--- src/hw/rtl/prmt_pkg.sv ---
// Shared types, codes and single-precision helpers for the range motion tracker.
// No dependencies; every other file refers to this package by scoped names.
package prmt_pkg;

  localparam int unsigned CH_W = 4;
  localparam logic [31:0] FLOOR_RESET   = 32'h3586_37BD;
  localparam logic [31:0] CEILING_RESET = 32'h4974_2400;
  localparam logic [31:0] EXP_MASK      = 32'h7F80_0000;
  localparam logic [31:0] COUNT_MAX     = 32'hFFFF_FFFF;

  typedef enum logic [1:0] {
    OUT_IGNORED = 2'd0,
    OUT_OUTSIDE = 2'd1,
    OUT_INSIDE  = 2'd2,
    OUT_CLEARED = 2'd3
  } outcome_t;

  typedef enum logic {
    REG_FLOOR   = 1'b0,
    REG_CEILING = 1'b1
  } reg_index_t;

  typedef struct packed {
    outcome_t         outcome;
    logic             ok;
    logic [CH_W-1:0]  channel;
    logic [31:0]      value;
  } item_t;

  function automatic logic [31:0] widen_half(input logic [15:0] h);
    logic [31:0] sign;
    logic [4:0]  e;
    logic [9:0]  m;
    logic [3:0]  p;
    logic [3:0]  sh;
    logic [20:0] shifted;
    logic [7:0]  ex;
    sign = {h[15], 31'd0};
    e    = h[14:10];
    m    = h[9:0];
    p    = 4'd0;
    for (int i = 0; i < 10; i++) begin
      if (m[i]) p = 4'(i);
    end
    sh      = 4'd10 - p;
    shifted = {11'd0, m} << sh;
    ex      = 8'd113 - {4'd0, sh};
    if (e == 5'd0) begin
      if (m == 10'd0) return sign;
      return sign | {1'b0, ex, shifted[9:0], 13'd0};
    end
    if (e == 5'h1F) return sign | EXP_MASK | {9'd0, m, 13'd0};
    return sign | {1'b0, 8'({3'd0, e} + 8'd112), m, 13'd0};
  endfunction

  function automatic logic is_nan(input logic [31:0] a);
    return (a[30:23] == 8'hFF) && (a[22:0] != 23'd0);
  endfunction

  // IEEE less-than; false whenever a NaN is involved.
  function automatic logic f_lt(input logic [31:0] a, input logic [31:0] b);
    if (is_nan(a) || is_nan(b)) return 1'b0;
    if ((a[30:0] == 31'd0) && (b[30:0] == 31'd0)) return 1'b0;
    if (a[31] != b[31]) return a[31];
    if (!a[31]) return a[30:0] < b[30:0];
    return a[30:0] > b[30:0];
  endfunction

  function automatic logic f_le(input logic [31:0] a, input logic [31:0] b);
    if (is_nan(a) || is_nan(b)) return 1'b0;
    if ((a[30:0] == 31'd0) && (b[30:0] == 31'd0)) return 1'b1;
    return f_lt(a, b) || (a == b);
  endfunction

  function automatic logic [31:0] sat_inc(input logic [31:0] v);
    return (v == COUNT_MAX) ? v : v + 32'd1;
  endfunction

  // x * 1.25 rounded to nearest even, for a finite x.
  function automatic logic [31:0] mul_125(input logic [31:0] x);
    logic [7:0]  e;
    logic [23:0] mm;
    logic [26:0] p;
    logic [23:0] t;
    logic        g;
    logic        s;
    logic        inc;
    logic [8:0]  ex;
    logic [31:0] mag;
    e  = x[30:23];
    mm = {(e != 8'd0), x[22:0]};
    p  = {1'b0, mm, 2'b00} + {3'd0, mm};
    if (e == 8'd0) begin
      t = p[25:2]; g = p[1]; s = p[0];
      inc = g & (s | t[0]);
      mag = {8'd0, t} + {31'd0, inc};
    end else begin
      if (p[26]) begin
        t = p[26:3]; g = p[2]; s = |p[1:0]; ex = {1'b0, e} + 9'd1;
      end else begin
        t = p[25:2]; g = p[1]; s = p[0]; ex = {1'b0, e};
      end
      inc = g & (s | t[0]);
      mag = {ex, 23'd0} + {9'd0, t[22:0]} + {31'd0, inc};
    end
    if (mag[31:23] >= 9'd255) return {x[31], 8'hFF, 23'd0};
    return {x[31], mag[30:0]};
  endfunction

endpackage

--- src/hw/rtl/prmt_front.sv ---
// Front end: bound registers, half widening and window classification of each word.
// Depends on prmt_pkg.
module prmt_front #(
  parameter int CHANNELS = 16
) (
  input  logic                    clk,
  input  logic                    rst,
  input  logic                    cfg_write,
  input  logic                    cfg_index,
  input  logic [31:0]             cfg_data,
  input  logic                    command,
  input  logic [prmt_pkg::CH_W-1:0] channel,
  input  logic [31:0]             raw_value,
  input  logic                    is_half,
  output prmt_pkg::item_t         item
);

  logic [31:0] floor_bits;
  logic [31:0] ceiling_bits;
  logic [31:0] v;
  logic        ok;

  always_ff @(posedge clk) begin
    if (rst) begin
      floor_bits   <= prmt_pkg::FLOOR_RESET;
      ceiling_bits <= prmt_pkg::CEILING_RESET;
    end else if (cfg_write) begin
      unique case (prmt_pkg::reg_index_t'(cfg_index))
        prmt_pkg::REG_FLOOR:   floor_bits   <= cfg_data;
        prmt_pkg::REG_CEILING: ceiling_bits <= cfg_data;
        default: ;
      endcase
    end
  end

  always_comb begin
    v  = is_half ? prmt_pkg::widen_half(raw_value[15:0]) : raw_value;
    ok = {28'd0, channel} < 32'(CHANNELS);
    item.channel = channel;
    item.ok      = ok;
    item.value   = command ? 32'd0 : v;
    priority if (!ok) begin
      item.outcome = prmt_pkg::OUT_IGNORED;
    end else if (command) begin
      item.outcome = prmt_pkg::OUT_CLEARED;
    end else if ((v & prmt_pkg::EXP_MASK) == prmt_pkg::EXP_MASK) begin
      item.outcome = prmt_pkg::OUT_IGNORED;
    end else if (prmt_pkg::f_le(v, floor_bits) || prmt_pkg::f_le(ceiling_bits, v)) begin
      item.outcome = prmt_pkg::OUT_OUTSIDE;
    end else begin
      item.outcome = prmt_pkg::OUT_INSIDE;
    end
  end

endmodule

--- src/hw/rtl/prmt_queue.sv ---
// Two-entry queue of classified words between the front and the back end.
// Depends on prmt_pkg for the entry type.
module prmt_queue (
  input  logic            clk,
  input  logic            rst,
  input  logic            push,
  input  prmt_pkg::item_t push_item,
  output logic            full,
  input  logic            pop,
  output logic            head_valid,
  output prmt_pkg::item_t head_item
);

  prmt_pkg::item_t slots [2];
  logic            wr_ptr;
  logic            rd_ptr;
  logic [1:0]      count;

  assign full       = (count == 2'd2);
  assign head_valid = (count != 2'd0);
  assign head_item  = slots[rd_ptr];

  always_ff @(posedge clk) begin
    if (push) slots[wr_ptr] <= push_item;
  end

  always_ff @(posedge clk) begin
    if (rst) begin
      wr_ptr <= 1'b0;
      rd_ptr <= 1'b0;
      count  <= 2'd0;
    end else begin
      if (push) wr_ptr <= ~wr_ptr;
      if (pop)  rd_ptr <= ~rd_ptr;
      count <= count + {1'b0, push} - {1'b0, pop};
    end
  end

  a_no_overflow: assert property (@(posedge clk) disable iff (rst)
    (push && !pop) |-> !full)
    else $error("queue written while full");

endmodule

--- src/hw/rtl/prmt_back.sv ---
// Back end: per-channel statistics stores, update step, moves test and result register.
// Depends on prmt_pkg.
module prmt_back #(
  parameter int CHANNELS = 16
) (
  input  logic                      clk,
  input  logic                      rst,
  input  logic                      head_valid,
  input  prmt_pkg::item_t           head_item,
  output logic                      pop,
  input  logic                      out_stall,
  output logic                      out_valid,
  output logic [prmt_pkg::CH_W-1:0] channel_out,
  output logic [1:0]                outcome,
  output logic [31:0]               value_single,
  output logic [31:0]               lowest_out,
  output logic [31:0]               highest_out,
  output logic [31:0]               in_window_count,
  output logic                      moves_flag,
  output logic [31:0]               read_count
);

  localparam int IDXW = (CHANNELS > 1) ? $clog2(CHANNELS) : 1;

  typedef enum logic [1:0] {
    ST_UPD  = 2'b01,
    ST_FLAG = 2'b10
  } state_t;

  state_t state;
  state_t state_next;

  logic [31:0] lo_mem [CHANNELS];
  logic [31:0] hi_mem [CHANNELS];
  logic [31:0] wc_mem [CHANNELS];
  logic [31:0] rc_mem [CHANNELS];
  logic [CHANNELS-1:0] vld;
  logic [CHANNELS-1:0] moves;

  prmt_pkg::item_t r_item;
  logic [31:0] r_lo, r_hi, r_wc, r_rc;

  logic [IDXW-1:0] idx;
  logic [IDXW-1:0] r_idx;
  logic [31:0] cur_lo, cur_hi, cur_wc, cur_rc;
  logic [31:0] lo_next, hi_next, wc_next, rc_next;
  logic        write_en;
  logic        fire;
  logic [31:0] lim;
  logic        set_moves;
  logic        mv;

  assign idx   = IDXW'(head_item.channel);
  assign r_idx = IDXW'(r_item.channel);
  assign pop   = (state == ST_UPD) && head_valid;
  assign fire  = (state == ST_FLAG) && !(out_valid && out_stall);

  always_comb begin
    cur_lo = vld[idx] ? lo_mem[idx] : 32'd0;
    cur_hi = vld[idx] ? hi_mem[idx] : 32'd0;
    cur_wc = vld[idx] ? wc_mem[idx] : 32'd0;
    cur_rc = vld[idx] ? rc_mem[idx] : 32'd0;
    lo_next  = cur_lo;
    hi_next  = cur_hi;
    wc_next  = cur_wc;
    rc_next  = cur_rc;
    write_en = 1'b0;
    if (head_item.ok) begin
      unique case (head_item.outcome)
        prmt_pkg::OUT_CLEARED: begin
          lo_next = 32'd0;
          hi_next = 32'd0;
          wc_next = 32'd0;
          rc_next = 32'd0;
        end
        prmt_pkg::OUT_OUTSIDE: begin
          rc_next  = prmt_pkg::sat_inc(cur_rc);
          write_en = 1'b1;
        end
        prmt_pkg::OUT_INSIDE: begin
          if (cur_wc == 32'd0) begin
            lo_next = head_item.value;
            hi_next = head_item.value;
          end else begin
            if (prmt_pkg::f_lt(head_item.value, cur_lo)) lo_next = head_item.value;
            if (prmt_pkg::f_lt(cur_hi, head_item.value)) hi_next = head_item.value;
          end
          wc_next  = prmt_pkg::sat_inc(cur_wc);
          rc_next  = prmt_pkg::sat_inc(cur_rc);
          write_en = 1'b1;
        end
        prmt_pkg::OUT_IGNORED: ;
        default: ;
      endcase
    end
  end

  always_comb begin
    lim       = prmt_pkg::mul_125(r_lo);
    set_moves = r_item.ok && (r_item.outcome == prmt_pkg::OUT_INSIDE) &&
                (r_wc > 32'd1) && prmt_pkg::f_lt(lim, r_hi);
    mv        = r_item.ok && (moves[r_idx] || set_moves);
  end

  always_comb begin
    state_next = state;
    unique case (state)
      ST_UPD:  if (head_valid) state_next = ST_FLAG;
      ST_FLAG: if (fire) state_next = ST_UPD;
      default: state_next = ST_UPD;
    endcase
  end

  always_ff @(posedge clk) begin
    if (pop && write_en) begin
      lo_mem[idx] <= lo_next;
      hi_mem[idx] <= hi_next;
      wc_mem[idx] <= wc_next;
      rc_mem[idx] <= rc_next;
    end
    if (pop) begin
      r_item <= head_item;
      r_lo   <= lo_next;
      r_hi   <= hi_next;
      r_wc   <= wc_next;
      r_rc   <= rc_next;
    end
    if (fire) begin
      channel_out     <= r_item.channel;
      outcome         <= r_item.outcome;
      value_single    <= r_item.value;
      lowest_out      <= r_item.ok ? r_lo : 32'd0;
      highest_out     <= r_item.ok ? r_hi : 32'd0;
      in_window_count <= r_item.ok ? r_wc : 32'd0;
      read_count      <= r_item.ok ? r_rc : 32'd0;
      moves_flag      <= mv;
    end
  end

  always_ff @(posedge clk) begin
    if (rst) begin
      state     <= ST_UPD;
      vld       <= '0;
      moves     <= '0;
      out_valid <= 1'b0;
    end else begin
      state <= state_next;
      if (pop && head_item.ok) begin
        if (head_item.outcome == prmt_pkg::OUT_CLEARED) begin
          vld[idx]   <= 1'b0;
          moves[idx] <= 1'b0;
        end else if (write_en) begin
          vld[idx] <= 1'b1;
        end
      end
      if (fire && set_moves) moves[r_idx] <= 1'b1;
      if (fire) out_valid <= 1'b1;
      else if (!out_stall) out_valid <= 1'b0;
    end
  end

  a_moves_needs_two: assert property (@(posedge clk) disable iff (rst)
    (out_valid && moves_flag) |-> (in_window_count > 32'd1))
    else $error("moves flag without two in-window words");

  a_clear_zero: assert property (@(posedge clk) disable iff (rst)
    (out_valid && (outcome == prmt_pkg::OUT_CLEARED)) |->
      ((read_count == 32'd0) && (value_single == 32'd0) && !moves_flag))
    else $error("cleared result carries statistics");

  a_counts_order: assert property (@(posedge clk) disable iff (rst)
    out_valid |-> (read_count >= in_window_count))
    else $error("in-window count exceeds read count");

endmodule

--- src/hw/rtl/plausible_range_motion_tracker.sv ---
// Top level of the plausible-range motion tracker: front end, queue and back end.
// Depends on prmt_pkg, prmt_front, prmt_queue and prmt_back.
//
//   Port group   Direction  Handshake             Contents
//   in_*         input      in_valid / in_stall   command, channel, raw_value, is_half
//   out_*        output     out_valid / out_stall channel_out, outcome, value_single, stats
//   cfg_*        input      cfg_write             cfg_index selects floor or ceiling
//
// The front end widens half samples, tests them against the bounds and pushes one
// classified word per cycle into a two-entry queue while the queue has room.
// The back end takes one word at a time: in ST_UPD, a read-modify-write of the
// channel's statistics; in ST_FLAG, the lowest-times-1.25 product and compare that
// sets the moves flag and loads the result register, before the next word is popped.
// Reset clears the queue, the back-end state and per-channel valid bits, so every
// channel reads as zero; no sweep is needed. A stalled result holds the back end,
// and the queue then fills and raises in_stall.
module plausible_range_motion_tracker #(
  parameter int CHANNELS = 16
) (
  input  logic                      clk,
  input  logic                      rst,
  input  logic                      cfg_write,
  input  logic                      cfg_index,
  input  logic [31:0]               cfg_data,
  input  logic                      in_valid,
  output logic                      in_stall,
  input  logic                      command,
  input  logic [prmt_pkg::CH_W-1:0] channel,
  input  logic [31:0]               raw_value,
  input  logic                      is_half,
  output logic                      out_valid,
  input  logic                      out_stall,
  output logic [prmt_pkg::CH_W-1:0] channel_out,
  output logic [1:0]                outcome,
  output logic [31:0]               value_single,
  output logic [31:0]               lowest_out,
  output logic [31:0]               highest_out,
  output logic [31:0]               in_window_count,
  output logic                      moves_flag,
  output logic [31:0]               read_count
);

  prmt_pkg::item_t front_item;
  prmt_pkg::item_t head_item;
  logic            q_full;
  logic            head_valid;
  logic            pop;
  logic            push;

  // A word enters the queue whenever it is offered and the queue has room.
  assign in_stall = q_full;
  assign push     = in_valid && !q_full;

  prmt_front #(.CHANNELS(CHANNELS)) u_front (
    .clk       (clk),
    .rst       (rst),
    .cfg_write (cfg_write),
    .cfg_index (cfg_index),
    .cfg_data  (cfg_data),
    .command   (command),
    .channel   (channel),
    .raw_value (raw_value),
    .is_half   (is_half),
    .item      (front_item)
  );

  prmt_queue u_queue (
    .clk        (clk),
    .rst        (rst),
    .push       (push),
    .push_item  (front_item),
    .full       (q_full),
    .pop        (pop),
    .head_valid (head_valid),
    .head_item  (head_item)
  );

  prmt_back #(.CHANNELS(CHANNELS)) u_back (
    .clk             (clk),
    .rst             (rst),
    .head_valid      (head_valid),
    .head_item       (head_item),
    .pop             (pop),
    .out_stall       (out_stall),
    .out_valid       (out_valid),
    .channel_out     (channel_out),
    .outcome         (outcome),
    .value_single    (value_single),
    .lowest_out      (lowest_out),
    .highest_out     (highest_out),
    .in_window_count (in_window_count),
    .moves_flag      (moves_flag),
    .read_count      (read_count)
  );

endmodule
--- config.mk ---
export PLATFORM = sky130hd
export DESIGN_NAME = plausible_range_motion_tracker
export DESIGN_NICKNAME = d
export VERILOG_FILES = /design/src/hw/rtl/prmt_pkg.sv /design/src/hw/rtl/prmt_front.sv /design/src/hw/rtl/prmt_queue.sv /design/src/hw/rtl/prmt_back.sv /design/src/hw/rtl/plausible_range_motion_tracker.sv
export SDC_FILE = /design/constraint.sdc
export NUM_CORES = 2
export LEC_CHECK = 0
export BUFFER_PORTS_ARGS = -buffer_cell sky130_fd_sc_hd__buf_2
export CORE_MARGIN = 1.5
export CORE_UTILIZATION = 32
export CTS_BUF_LIST = sky130_fd_sc_hd__clkbuf_8
export CTS_CLUSTER_SIZE = 8
export DETAILED_ROUTE_END_ITERATION = 10
export PLACE_DENSITY_LB_ADDON = 0.2
export SYNTH_ARGS = -nofsm -noshare
export SYNTH_HDL_FRONTEND = slang
export SYNTH_SLANG_ARGS = --single-unit
--- constraint.sdc ---
create_clock -name clk -period 34.2 [get_ports clk]
set_input_delay 6.84 -clock clk [delete_from_list [all_inputs] [get_ports clk]]
set_output_delay 6.84 -clock clk [all_outputs]
set_load 0.05 [all_outputs]
==> impl_metrics.xml <==
<?xml version="1.0" encoding="UTF-8"?>
<metrics>
  <group name="global_route">
    <metric name="grt_use_total" unit="">0.207</metric>
    <metric name="gr-total-overflow" unit="">0</metric>
    <metric name="grt_pass1_vias" unit="">72500</metric>
    <metric name="first_pass_grt_wire_length" unit="µm">531000</metric>
    <metric name="grt_max_degree" unit="">155</metric>
    <metric name="initial_antenna_violation_count" unit="">30</metric>
  </group>
  <group name="power">
    <metric name="ir_drop" unit="V">0.0000515</metric>
    <metric name="p_per_area" unit="nW/µm²">88.6</metric>
    <metric name="pleak" unit="µW">0.0446</metric>
  </group>
  <group name="timing">
    <metric name="tns" unit="ns">0</metric>
    <metric name="worst_slew_margin_rel" unit="">0.0483</metric>
    <metric name="setup_viol" unit="">0</metric>
    <metric name="fin_crit" unit="ns">12.11</metric>
    <metric name="timing.fmax" unit="MHz">82.6</metric>
    <metric name="setup_repair_after_global_routing_missed_its_margin" unit="">false</metric>
    <metric name="report.final.slew_viol_count" unit="">0</metric>
    <metric name="timing.final.crit_share" unit="">0.354</metric>
    <metric name="clock-skew-final" unit="ns">0.114</metric>
    <metric name="worst-slew-pin-transition" unit="ns">1.42</metric>
    <metric name="final_hold_viol_count" unit="">0</metric>
  </group>
  <group name="synth">
    <metric name="synth_cell_type_count" unit="">135</metric>
    <metric name="post-synth-top-area-cell" unit="">sky130_fd_sc_hd__edfxtp_1</metric>
    <metric name="synth-seq-area-share" unit="">0.681</metric>
    <metric name="synth.most_common_cell" unit="">sky130_fd_sc_hd__edfxtp_1</metric>
    <metric name="synthesis.nets" unit="">8611</metric>
    <metric name="synth_edf_count" unit="">2457</metric>
    <metric name="synth_flop_cell" unit="">sky130_fd_sc_hd__edfxtp_1</metric>
    <metric name="syn-mean-instance-area" unit="µm²">13.4</metric>
    <metric name="mappedNetlistArea" unit="µm²">111000</metric>
    <metric name="synth_top_cells_by_count" unit="">sky130_fd_sc_hd__edfxtp_1 (2457), sky130_fd_sc_hd__nand2_1 (1543), sky130_fd_sc_hd__nand3_1 (615)</metric>
    <metric name="synthesis.instances" unit="">8341</metric>
    <metric name="yosysWarningCount" unit="">0</metric>
    <metric name="ys_top_cells_by_area" unit="">sky130_fd_sc_hd__edfxtp_1 (66%), sky130_fd_sc_hd__nand2_1 (5.2%), sky130_fd_sc_hd__nand3_1 (2.8%)</metric>
    <metric name="post-synth-top-area-fraction" unit="">0.662</metric>
    <metric name="asyncSetResetFlopFracSynth" unit="">0</metric>
    <metric name="synth.ff_latch_count" unit="">2561</metric>
  </group>
  <group name="finish">
    <metric name="syn2layout_area_growth" unit="%">13.0</metric>
    <metric name="n_fill_cell" unit="">33500</metric>
    <metric name="layout-drive-gt1-share" unit="">0.143</metric>
    <metric name="fin_nets" unit="">9040</metric>
    <metric name="final_core_utilization" unit="">0.363</metric>
  </group>
  <group name="floorplan">
    <metric name="die-height" unit="µm">593</metric>
    <metric name="fp.dieArea" unit="µm²">352000</metric>
    <metric name="io-pin-count" unit="">245</metric>
    <metric name="fp.dieW" unit="µm">593</metric>
    <metric name="starting_utilization_of_the_core_area" unit="">0.322</metric>
    <metric name="coreArea" unit="µm²">346000</metric>
    <metric name="fp-row-count" unit="">216</metric>
  </group>
  <group name="route">
    <metric name="wl_per_cell" unit="µm">27.4</metric>
    <metric name="detail_route.first_pass.iterations" unit="">6</metric>
    <metric name="drt_iter0_drc" unit="">7348</metric>
    <metric name="drt_wl_total" unit="µm">375000</metric>
    <metric name="routed_via_density" unit="">5.42</metric>
    <metric name="route.antenna.remaining_nets" unit="">0</metric>
    <metric name="dr_total_vias" unit="">74200</metric>
    <metric name="drc" unit="">0</metric>
  </group>
  <group name="clocking">
    <metric name="ctsLongestPathBuffers" unit="">4</metric>
    <metric name="h-tree-depth" unit="">5</metric>
    <metric name="postCtsSetupBuffers" unit="">0</metric>
    <metric name="cts-buffers-inserted" unit="">436</metric>
    <metric name="clock_sink_count" unit="">2561</metric>
    <metric name="post_cts_resize_count" unit="">0</metric>
    <metric name="ctsRootBufferMaster" unit="">sky130_fd_sc_hd__clkbuf_8</metric>
    <metric name="cts_tree" unit="">done</metric>
    <metric name="cts.reportedPaths.clkPinSlew" unit="ns">0.06</metric>
    <metric name="cts_hold_buffers" unit="">0</metric>
    <metric name="clkLatencyLatePin" unit="ns">1.12</metric>
  </group>
  <group name="setup_path">
    <metric name="critPathBufInv" unit="">3</metric>
    <metric name="crit_path_end_kind" unit="">flip-flop</metric>
    <metric name="critical_path.startpoint_type" unit="">primary input</metric>
    <metric name="criticalPathCategory" unit="">primary input to flip-flop</metric>
    <metric name="critical_path.max_stage_delay" unit="ns">0.71</metric>
    <metric name="path_max_fanout" unit="">11</metric>
    <metric name="cp_data_arrival_time" unit="ns">12.91</metric>
    <metric name="worstPathRequired" unit="ns">35.00</metric>
    <metric name="critical-path-top-cell-by-count" unit="">sky130_fd_sc_hd__a21oi_1</metric>
    <metric name="crit_slowest_cell" unit="">sky130_fd_sc_hd__nor2_1</metric>
    <metric name="worst_path_dominant_cell_family" unit="">compound AO/OA/AOI/OAI gates</metric>
  </group>
  <group name="place">
    <metric name="dpl.hpwl" unit="µm">218000</metric>
    <metric name="buffer_ports.inserted" unit="">244</metric>
    <metric name="routabilityCongestion" unit="">0.874</metric>
  </group>
  <group name="worst_hold_path">
    <metric name="min-delay-path-class" unit="">flip-flop to flip-flop</metric>
  </group>
  <group name="job">
    <metric name="max_capacitance_violation_count" unit="">0</metric>
  </group>
  <group name="run_status">
    <metric name="outcome" unit="">finished clean</metric>
  </group>
</metrics>
layer usage:
layer	wire (µm)	up-vias	global-route usage	part of all wire
met4	9160	8	0.0550	0.024
met3	26000	570	0.0307	0.069
met1	168000	38100	0.293	0.45
met5	54	-	0	0.00014
met2	172000	2918	0.331	0.46
li1	-	32500	-	-
cells in the final DEF, fill, tap and decap left out, types with 38 or more instances in the layout:
cell type / Yosys / layout
sky130_fd_sc_hd__nor2_1: 215 / 213
sky130_fd_sc_hd__a311oi_1: 66 / 66
sky130_fd_sc_hd__buf_2: 169 / 243
sky130_fd_sc_hd__nand4_1: 93 / 93
sky130_fd_sc_hd__nor3_1: 78 / 62
sky130_fd_sc_hd__inv_1: 203 / 359
sky130_fd_sc_hd__xnor2_1: 61 / 61
sky130_fd_sc_hd__nand2_1: 1543 / 1543
sky130_fd_sc_hd__edfxtp_1: 2457 / 2457
sky130_fd_sc_hd__o21ai_1: 31 / 43
sky130_fd_sc_hd__and3_1: 144 / 143
sky130_fd_sc_hd__nand3_1: 615 / 614
sky130_fd_sc_hd__ha_1: 193 / 193
sky130_fd_sc_hd__o22ai_1: 140 / 139
sky130_fd_sc_hd__nand3b_1: 38 / 38
sky130_fd_sc_hd__clkbuf_8: 0 / 455
sky130_fd_sc_hd__clkinv_1: 0 / 86
sky130_fd_sc_hd__a21oi_1: 468 / 466
sky130_fd_sc_hd__dfxtp_1: 104 / 103
sky130_fd_sc_hd__buf_4: 58 / 231
sky130_fd_sc_hd__nor4_1: 90 / 89
sky130_fd_sc_hd__a31oi_1: 95 / 94
sky130_fd_sc_hd__a21o_1: 69 / 69
sky130_fd_sc_hd__mux4_2: 93 / 93
sky130_fd_sc_hd__o21ai_0: 103 / 91
sky130_fd_sc_hd__mux2i_1: 283 / 276
registers in the layout (all words and copies together) (netlist names), 32 cells and up, named ones only:
signal	count
u_back.hi_mem	512
u_back.lo_mem	512
u_back.rc_mem	512
u_back.wc_mem	512
u_queue.slots	76
u_back.r_item	34
u_back.highest_out	32
u_back.in_window_count	32
u_back.lowest_out	32
u_back.r_hi	32
u_back.r_lo	32
u_back.r_rc	32
u_back.r_wc	32
u_back.read_count	32
u_back.value_single	32
u_front.ceiling_bits	32
u_front.floor_bits	32
power by group:
group | internal, µW | total, µW | switching [µW]
Combinational | 1230 | 4210 | 2980
Sequential | 4180 | 4370 | 189
Clock | 1300 | 2580 | 1270
Total | 6710 | 11200 | 4450
logic make-up after synthesis:
logic type      share of synthesized area
xor+xnor                          0.00816
fa+ha+maj                          0.0219
flops                               0.681
compound gates                     0.0789
buf+inv                            0.0325
simple gates                        0.128
mux                                0.0494
layout make-up:
type,count,area [µm²],area share
Timing Repair Buffer,491,3280,0.0261
Clock inverter,316,1680,0.0133
Inverter,207,822,0.00653
Clock buffer,455,6260,0.0497
Sequential cell,2561,75900,0.602
Tap cell,4578,5730,0.0455
Multi-Input combinational cell,5073,32300,0.256
Antenna cell,6,15.0,0.000119
metrics by stage:
stage,setup slack [ns],power [µW],std cells,cell area [µm²],hold WS [ns]
6_report,22.09,11200,13700,126000,0.394
5_1_grt,21.64,11700,13700,126000,0.411
4_1_cts,22.27,11200,13700,126000,0.402
3_5_place_dp,21.09,8600,12900,118000,0.406
3_3_place_gp,20.85,8540,12900,118000,0.405
2_1_floorplan,17.87,7040,8341,111000,0.400
final timing paths:
| check | endpoint | startpoint | slack, ns | depth (start not counted) |
|---|---|---|---|---|
| setup reg to reg | u_back.moves[2] | u_back.r_lo[28] | 23.38 | 36 |
| hold reg to reg | u_back.read_count[5] | u_back.r_rc[5] | 0.39 | 0 |
| setup / recovery | u_queue.slots[0][37] | raw_value[2] | 22.09 | 27 |
| hold / removal | u_back.read_count[5] | u_back.r_rc[5] | 0.39 | 0 |
Note: power is estimated with default switching activity, not from simulation.
